## config.mk

```make
export PLATFORM = sky130hd
export DESIGN_NAME = sorted_array_table_engine
export DESIGN_NICKNAME = d
export VERILOG_FILES = /design/src/rtl/sate_pkg.sv /design/src/rtl/sate_cell.sv /design/src/rtl/sate_ctrl.sv /design/src/rtl/sorted_array_table_engine.sv
export SDC_FILE = /design/constraint.sdc
export NUM_CORES = 2
export LEC_CHECK = 0
export ABC_CLOCK_PERIOD_IN_PS = 4850
export BUFFER_PORTS_ARGS = -buffer_cell sky130_fd_sc_hd__buf_2
export CORE_UTILIZATION = 35
export DETAILED_ROUTE_END_ITERATION = 10
export HOLD_SLACK_MARGIN = 0.03
export PLACE_DENSITY = 0.57
export SYNTH_ARGS = -nofsm -noshare
export SYNTH_HDL_FRONTEND = slang
export SYNTH_SLANG_ARGS = --single-unit
```

## constraint.sdc

```tcl
create_clock -name clk -period 4.85 [get_ports clk]
set_clock_uncertainty 0.1 [all_clocks]
set_input_delay 0 -clock clk [delete_from_list [all_inputs] [get_ports clk]]
set_output_delay 0 -clock clk [all_outputs]
set_load 0.01 [all_outputs]
```

## src/rtl/sate_pkg.sv

```systemverilog
// shared types and constants for the sorted array table engine
// no dependencies; imported by sate_cell, sate_ctrl and the top level
package sate_pkg;

  localparam int DEPTH_DEFAULT = 16;
  localparam int VALUE_W       = 32;

  typedef enum logic [1:0] {
    CMD_INSERT = 2'd0,
    CMD_SORTED = 2'd1,
    CMD_SEARCH = 2'd2,
    CMD_DELETE = 2'd3
  } cmd_t;

  typedef enum logic [1:0] {
    STAT_DONE  = 2'd0,
    STAT_FULL  = 2'd1,
    STAT_RANGE = 2'd2
  } status_t;

  typedef enum logic [1:0] {
    ST_IDLE,
    ST_SCAN,
    ST_APPLY
  } state_t;

  // broadcast control from the sequencer to every cell
  typedef struct packed {
    logic apply;    // commit the shift or load this cycle
    logic grow;     // 1 insert (shift up), 0 delete (shift down)
    logic mark;     // compute the per-cell flag against the value bus
    logic mark_eq;  // 1 flag on equal, 0 flag on entry greater than value
    logic shift;    // move flags one cell toward cell 0
  } cell_ctrl_t;

endpackage

```

## src/rtl/sate_cell.sv

```systemverilog
// one table cell: holds an entry and a scan flag, trades data with its neighbors
// depends on sate_pkg
module sate_cell #(
  parameter int IDX = 0,
  parameter int CW  = 5
) (
  input  logic                          clk,
  input  logic                          rst,
  input  sate_pkg::cell_ctrl_t          ctrl,
  input  logic [CW-1:0]                 target,
  input  logic [CW-1:0]                 fill,
  input  logic [sate_pkg::VALUE_W-1:0]  value,
  input  logic [sate_pkg::VALUE_W-1:0]  up_in,
  input  logic [sate_pkg::VALUE_W-1:0]  down_in,
  input  logic                          flag_in,
  output logic [sate_pkg::VALUE_W-1:0]  entry,
  output logic                          flag
);
  import sate_pkg::*;

  localparam logic [CW-1:0] IDX_C = CW'(IDX);

  logic in_use;
  logic hit;

  assign in_use = IDX_C < fill;
  assign hit    = ctrl.mark_eq ? (entry == value)
                               : ($signed(entry) > $signed(value));

  // entries carry no reset, only cells below the fill count are ever read
  always_ff @(posedge clk) begin
    if (ctrl.apply) begin
      if (ctrl.grow) begin
        if (IDX_C == target) begin
          entry <= value;
        end else if (IDX_C > target) begin
          entry <= up_in;
        end
      end else if (IDX_C >= target) begin
        entry <= down_in;
      end
    end
  end

  always_ff @(posedge clk) begin
    if (rst) begin
      flag <= 1'b0;
    end else if (ctrl.mark) begin
      flag <= in_use & hit;
    end else if (ctrl.shift) begin
      flag <= flag_in;
    end
  end

endmodule

```

## src/rtl/sate_ctrl.sv

```systemverilog
// command sequencer: input handshake, flag scan, fill count and result register
// depends on sate_pkg; drives the shared control of the sate_cell chain
module sate_ctrl #(
  parameter int DEPTH = sate_pkg::DEPTH_DEFAULT,
  parameter int IW    = $clog2(DEPTH),
  parameter int CW    = $clog2(DEPTH + 1)
) (
  input  logic                          clk,
  input  logic                          rst,
  input  logic                          in_valid,
  output logic                          in_ready,
  input  logic [1:0]                    command,
  input  logic [CW-1:0]                 position,
  input  logic [sate_pkg::VALUE_W-1:0]  value,
  output logic                          out_valid,
  input  logic                          out_ready,
  output logic [1:0]                    status,
  output logic                          found,
  output logic [IW-1:0]                 index,
  output logic [CW-1:0]                 count,
  input  logic                          flag0,
  output sate_pkg::cell_ctrl_t          ctrl,
  output logic [CW-1:0]                 target,
  output logic [CW-1:0]                 fill,
  output logic [sate_pkg::VALUE_W-1:0]  value_bus
);
  import sate_pkg::*;

  localparam logic [CW-1:0] DEPTH_C = CW'(DEPTH);

  state_t                state, state_next;
  cmd_t                  cmd_q, cmd_next;
  logic [VALUE_W-1:0]    val_q;
  logic [CW-1:0]         target_next;
  logic [CW-1:0]         fill_next;
  logic [CW-1:0]         k, k_next;
  status_t               stat_q, stat_next;
  logic                  hit_q, hit_next;
  logic                  upd, upd_next;
  logic                  out_free;
  logic                  accept;

  assign in_ready  = (state == ST_IDLE);
  assign accept    = in_valid & in_ready;
  assign out_free  = !out_valid || out_ready;
  assign value_bus = (state == ST_IDLE) ? value : val_q;

  always_ff @(posedge clk) begin
    if (rst) begin
      state <= ST_IDLE;
      fill  <= '0;
    end else begin
      state <= state_next;
      fill  <= fill_next;
    end
  end

  always_ff @(posedge clk) begin
    cmd_q  <= cmd_next;
    target <= target_next;
    k      <= k_next;
    stat_q <= stat_next;
    hit_q  <= hit_next;
    upd    <= upd_next;
    if (accept) begin
      val_q <= value;
    end
  end

  always_comb begin
    state_next  = state;
    cmd_next    = cmd_q;
    target_next = target;
    fill_next   = fill;
    k_next      = k;
    stat_next   = stat_q;
    hit_next    = hit_q;
    upd_next    = upd;
    ctrl        = '0;
    ctrl.grow   = (cmd_q == CMD_INSERT) || (cmd_q == CMD_SORTED);
    unique case (state)
      ST_IDLE: begin
        ctrl.mark    = accept;
        ctrl.mark_eq = (cmd_t'(command) == CMD_SEARCH);
        if (accept) begin
          cmd_next    = cmd_t'(command);
          target_next = position;
          k_next      = '0;
          stat_next   = STAT_DONE;
          hit_next    = 1'b0;
          upd_next    = 1'b0;
          state_next  = ST_APPLY;
          unique case (cmd_t'(command))
            CMD_INSERT: begin
              if (fill == DEPTH_C) begin
                stat_next = STAT_FULL;
              end else if (position > fill) begin
                stat_next = STAT_RANGE;
              end else begin
                upd_next = 1'b1;
              end
            end
            CMD_SORTED: begin
              if (fill == DEPTH_C) begin
                stat_next = STAT_FULL;
              end else begin
                state_next = ST_SCAN;
              end
            end
            CMD_SEARCH: begin
              state_next = ST_SCAN;
            end
            CMD_DELETE: begin
              if (position >= fill) begin
                stat_next = STAT_RANGE;
              end else begin
                upd_next = 1'b1;
              end
            end
            default: begin
            end
          endcase
        end
      end
      ST_SCAN: begin
        // flags drift toward cell 0, so cell 0 shows the flag of index k
        if (k == fill || flag0) begin
          target_next = k;
          hit_next    = flag0 && (k != fill) && (cmd_q == CMD_SEARCH);
          upd_next    = (cmd_q == CMD_SORTED);
          state_next  = ST_APPLY;
        end else begin
          ctrl.shift = 1'b1;
          k_next     = k + CW'(1);
        end
      end
      ST_APPLY: begin
        if (out_free) begin
          ctrl.apply = upd;
          if (upd) begin
            fill_next = ctrl.grow ? fill + CW'(1) : fill - CW'(1);
          end
          state_next = ST_IDLE;
        end
      end
      default: begin
        state_next = ST_IDLE;
      end
    endcase
  end

  always_ff @(posedge clk) begin
    if (rst) begin
      out_valid <= 1'b0;
    end else if (state == ST_APPLY && out_free) begin
      out_valid <= 1'b1;
    end else if (out_ready) begin
      out_valid <= 1'b0;
    end
  end

  always_ff @(posedge clk) begin
    if (state == ST_APPLY && out_free) begin
      status <= stat_q;
      found  <= hit_q;
      count  <= fill_next;
      if (stat_q == STAT_DONE &&
          (cmd_q == CMD_INSERT || cmd_q == CMD_SORTED || hit_q)) begin
        index <= target[IW-1:0];
      end else begin
        index <= '0;
      end
    end
  end

endmodule

```

## src/rtl/sorted_array_table_engine.sv

```systemverilog
// sorted array table engine: a row of DEPTH cells under one sequencer.
// insert at position, delete and any rejected command go from accept to the apply state,
// which registers the result. search and sorted insert scan the flags one cell per cycle
// until a hit or the fill count, then go to the apply state.
// one item at a time, taken the cycle after the result registers; an out_ready stall holds
// the apply state, and reset clears fill count and handshake.
module sorted_array_table_engine #(
  parameter int DEPTH = sate_pkg::DEPTH_DEFAULT,
  parameter int IW    = $clog2(DEPTH),
  parameter int CW    = $clog2(DEPTH + 1)
) (
  input  logic                          clk,
  input  logic                          rst,
  input  logic                          in_valid,
  output logic                          in_ready,
  input  logic [1:0]                    command,
  input  logic [CW-1:0]                 position,
  input  logic [sate_pkg::VALUE_W-1:0]  value,
  output logic                          out_valid,
  input  logic                          out_ready,
  output logic [1:0]                    status,
  output logic                          found,
  output logic [IW-1:0]                 index,
  output logic [CW-1:0]                 count
);
  import sate_pkg::*;

  cell_ctrl_t          ctrl;
  logic [CW-1:0]       target;
  logic [CW-1:0]       fill;
  logic [VALUE_W-1:0]  value_bus;
  logic [VALUE_W-1:0]  entry [DEPTH];
  logic                flag  [DEPTH];

  sate_ctrl #(
    .DEPTH (DEPTH),
    .IW    (IW),
    .CW    (CW)
  ) u_ctrl (
    .clk       (clk),
    .rst       (rst),
    .in_valid  (in_valid),
    .in_ready  (in_ready),
    .command   (command),
    .position  (position),
    .value     (value),
    .out_valid (out_valid),
    .out_ready (out_ready),
    .status    (status),
    .found     (found),
    .index     (index),
    .count     (count),
    .flag0     (flag[0]),
    .ctrl      (ctrl),
    .target    (target),
    .fill      (fill),
    .value_bus (value_bus)
  );

  for (genvar i = 0; i < DEPTH; i++) begin : g_cell
    logic [VALUE_W-1:0] up_in;
    logic [VALUE_W-1:0] down_in;
    logic               flag_in;

    // ends of the row: cell 0 never shifts up, the last cell never shifts down
    if (i == 0) begin : g_first
      assign up_in = value_bus;
    end else begin : g_up
      assign up_in = entry[i-1];
    end

    if (i == DEPTH - 1) begin : g_last
      assign down_in = entry[i];
      assign flag_in = 1'b0;
    end else begin : g_down
      assign down_in = entry[i+1];
      assign flag_in = flag[i+1];
    end

    sate_cell #(
      .IDX (i),
      .CW  (CW)
    ) u_cell (
      .clk     (clk),
      .rst     (rst),
      .ctrl    (ctrl),
      .target  (target),
      .fill    (fill),
      .value   (value_bus),
      .up_in   (up_in),
      .down_in (down_in),
      .flag_in (flag_in),
      .entry   (entry[i]),
      .flag    (flag[i])
    );
  end

endmodule
```

==> out/results.tsv <==
metric	value	unit
initial antenna violation count	1	
endpoints failing setup	0	
yosys warns	0	
Min-Delay Path Class	in2reg	
die span in y	343	µm
top cells by area, synth	edfxtp_1 42%, ha_1 16%, o21ai_0 8.5%, nand2_1 6.7%, a21oi_1 5.7%	
max frequency	0.227	GHz
multi-input logic area	22300	µm²
critical path class	reg2reg	
vias in the first global route	33275	
syn_nets	5012	
mapped cell area	40700	µm²
Mapped Avg Cell Area	9.13	µm²
Max Cap Violations	0	
cell with the most instances after synthesis	nand2_1	
Root Buffer	clkbuf_16	
# Post-CTS Setup Buffers	0	
Slew @ Worst Pin	1.26	ns
largest net degree at the start of global routing	276	
share of the yosys chip area belonging to registers	43.4	%
CP Capture Type	flip-flop	
WL/cell	21.7	µm
Routed WL	132	mm
Final Cycle Share	90.9	%
GRT overflow	0	
# DRC	0	
H-tree depth	3	
worst-path maximum fanout	32	
Cell Chain, Critical Path	nor2_4 > buf_12 > buf_12 > mux2i_4 > buf_4 > ha_1 > a21o_1 > a21o_1 > a2111oi_0 > buf_4 > a21boi_0 > o21a_1 > nor3_1 > o32ai_1	
total placed cells including tap cells	5911	
Synth top area share	42.2	%
Post-synth top flop	edfxtp_1	
total track usage	22.2	%
Post-DP Area	43700	µm²
DRT antenna net count	0	
slowest CP cell	a2111oi_0	
register area	17700	µm²
Post-synth EDFFs	572	
fin nets	5079	
IO Count	57	
Area Growth Syn to Fin	14.2	%
asr flop ratio synth	0	%
Die ar.	118000	µm²
status	complete, no violations	
Max Slew Vio Count	0	
via count	34318	
setup_tns	0	ns
worst-case reg-to-reg path depth	14	
Initial DRT Pass Iterations	6	
row cnt	124	
CORE AREA	115000	µm²
share of cells above drive strength 1	8.57	%
Cell variety after synth	86	
Static Leakage	17.9	nW
post-cts sizing count	0	
Post-Layout Cell Count	6098	
fill count	11356	
Post-Synthesis Cells	4460	
Buffers on Ports	56	
CTS buffer count	71	
startpoint class of the critical path	flip-flop	
Pwr per Cell Area	304	nW/µm²
CP Depth	14	
CP Data Arrival Time	4.82	ns
clk sink count	596	
dpl ws	0.529	ns
Worst-Skew Late Latency	0.63	ns
DR vias/cell	5.63	
GPL Wtd Cong	0.901	
VDD IR max	243	µV
CP Data Required Time	5.26	ns
Post-synth top cells	728 x nand2_1, 690 x o21ai_0, 572 x edfxtp_1, 509 x ha_1, 461 x a21oi_1	
Worst Setup Slack, final	0.441	ns
initial core utilization	35.5	%
first-pass GRT wire length	203	mm
cell accounting for the most synthesized area	edfxtp_1	
CTS tree	done	
CP peak stage delay	0.91	ns
Final Instance Area	46500	µm²
HPWL after DPL	93.9	mm
clock buffer depth	3	
CTS clk-pin slew, worst paths	0.06	ns
die width	343	µm
RSZ-0062 raised after global routing	no	
FF+latch count, synth	596	
Rel. slew slack	15.8	%
fin crit period	4.41	ns
Fin. Hold Viols	0	
CP top delay family	compound AO/OA/AOI/OAI gates	
buffers plus inverters on the worst setup path	4	
number of DRC markers in iteration 0	3414	
cell depth of the worst min-delay path	2	
==> worst register-to-register path, stage by stage, from the launching register on <==
cell and delay, ns:
dfxtp_1 0.40, nor2_4 0.17, buf_12 0.26, buf_12 0.32, mux2i_4 0.23, buf_4 0.38, ha_1 0.33, a21o_1 0.18
a21o_1 0.16, a2111oi_0 0.91, buf_4 0.27, a21boi_0 0.08, o21a_1 0.23, nor3_1 0.20, o32ai_1 0.10
==> worst paths after layout <==
kind | slack, ns | startpoint | to
setup / recovery | 0.44 | u_ctrl.state[1] | g_cell[1].u_cell.flag
hold / removal | 0.06 | value[24] | u_ctrl.val_q[24]
setup reg to reg | 0.44 | u_ctrl.state[1] | g_cell[1].u_cell.flag
hold reg to reg | 0.37 | u_ctrl.stat_q[1] | u_ctrl.status[1]
==> through the flow <==
step	total power [mW]	utilization, %	hold WS [ns]
floorplan	7.70	-	-0.00113
global placement	8.73	38.1	0.130
detailed placement	8.78	38.1	0.126
CTS	14.2	40.5	0.0344
global route	14.7	40.5	0.0644
finish	14.1	40.5	0.0619
==> layout make-up <==
class / count / share of cell area (%)
multi-input cells: 3517 / 48.0
flip-flops and latches: 596 / 38.0
repair buffers: 256 / 4.42
clock buffers: 102 / 4.36
well taps: 1512 / 4.07
inverters: 85 / 0.686
clock inverters: 29 / 0.487
diodes: 1 / 0.00538
==> routing by layer <==
layer	vias up	global-route usage, %	wire length [µm]
met3	149	2.54	8670
met5	-	0	0
li1	16507	-	-
met4	0	4.95	2470
met1	16489	32.5	61600
met2	1173	34.9	59300
==> cell families after synthesis <==
kind of cell	Yosys count	share of synthesized area, %
fa+ha+maj	519	15.9
buf+inv	347	3.30
flops	596	43.4
mux	72	1.78
simple gates	1464	15.5
compound gates	1428	19.5
xor+xnor	34	0.731
==> state kept, by name, summed over array words and instances, names as in the netlist, 4 cells and up <==
signal,cells
g_cell.u_cell.entry,512
u_ctrl.val_q,32
g_cell.u_cell.flag,16
u_ctrl.count,5
u_ctrl.fill,5
u_ctrl.k,5
u_ctrl.target,5
u_ctrl.index,4
==> cells in the final DEF (no fill, tap or decap), types with 16 or more instances in the layout <==
| master | synthesis | routed |
|---|---|---|
| o21a_1 | 16 | 16 |
| a21oi_1 | 461 | 456 |
| a21o_1 | 112 | 112 |
| ha_1 | 509 | 509 |
| dfxtp_1 | 24 | 24 |
| o21ai_0 | 690 | 690 |
| clkinv_1 | 1 | 16 |
| dlygate4sd3_1 | 0 | 55 |
| clkbuf_1 | 225 | 23 |
| nand2_1 | 728 | 720 |
| mux2i_1 | 69 | 38 |
| xnor2_1 | 31 | 31 |
| or3_1 | 16 | 16 |
| nand4_1 | 93 | 93 |
| clkbuf_16 | 0 | 76 |
| nand3_1 | 58 | 58 |
| nor2_1 | 413 | 408 |
| buf_2 | 7 | 56 |
| nor2b_1 | 26 | 23 |
| nor3_1 | 39 | 36 |
| mux2i_4 | 0 | 30 |
| a211oi_1 | 31 | 30 |
| inv_1 | 84 | 83 |
| edfxtp_1 | 572 | 572 |
| buf_4 | 1 | 134 |
==> where the power goes <==
| group | switching [mW] | internal, mW | leakage [nW] |
|---|---|---|---|
| sequential | 0.101 | 5.79 | 5.40 |
| clock | 2.30 | 3.08 | 1.09 |
| combinational | 1.81 | 1.05 | 11.4 |
==> timing repair <==
item,in CTS,in global routing
hold buffers,55,0
endpoints found under the hold margin,123,0
endpoints found under the setup margin,0,0
Power figures use the tool's default switching activity.
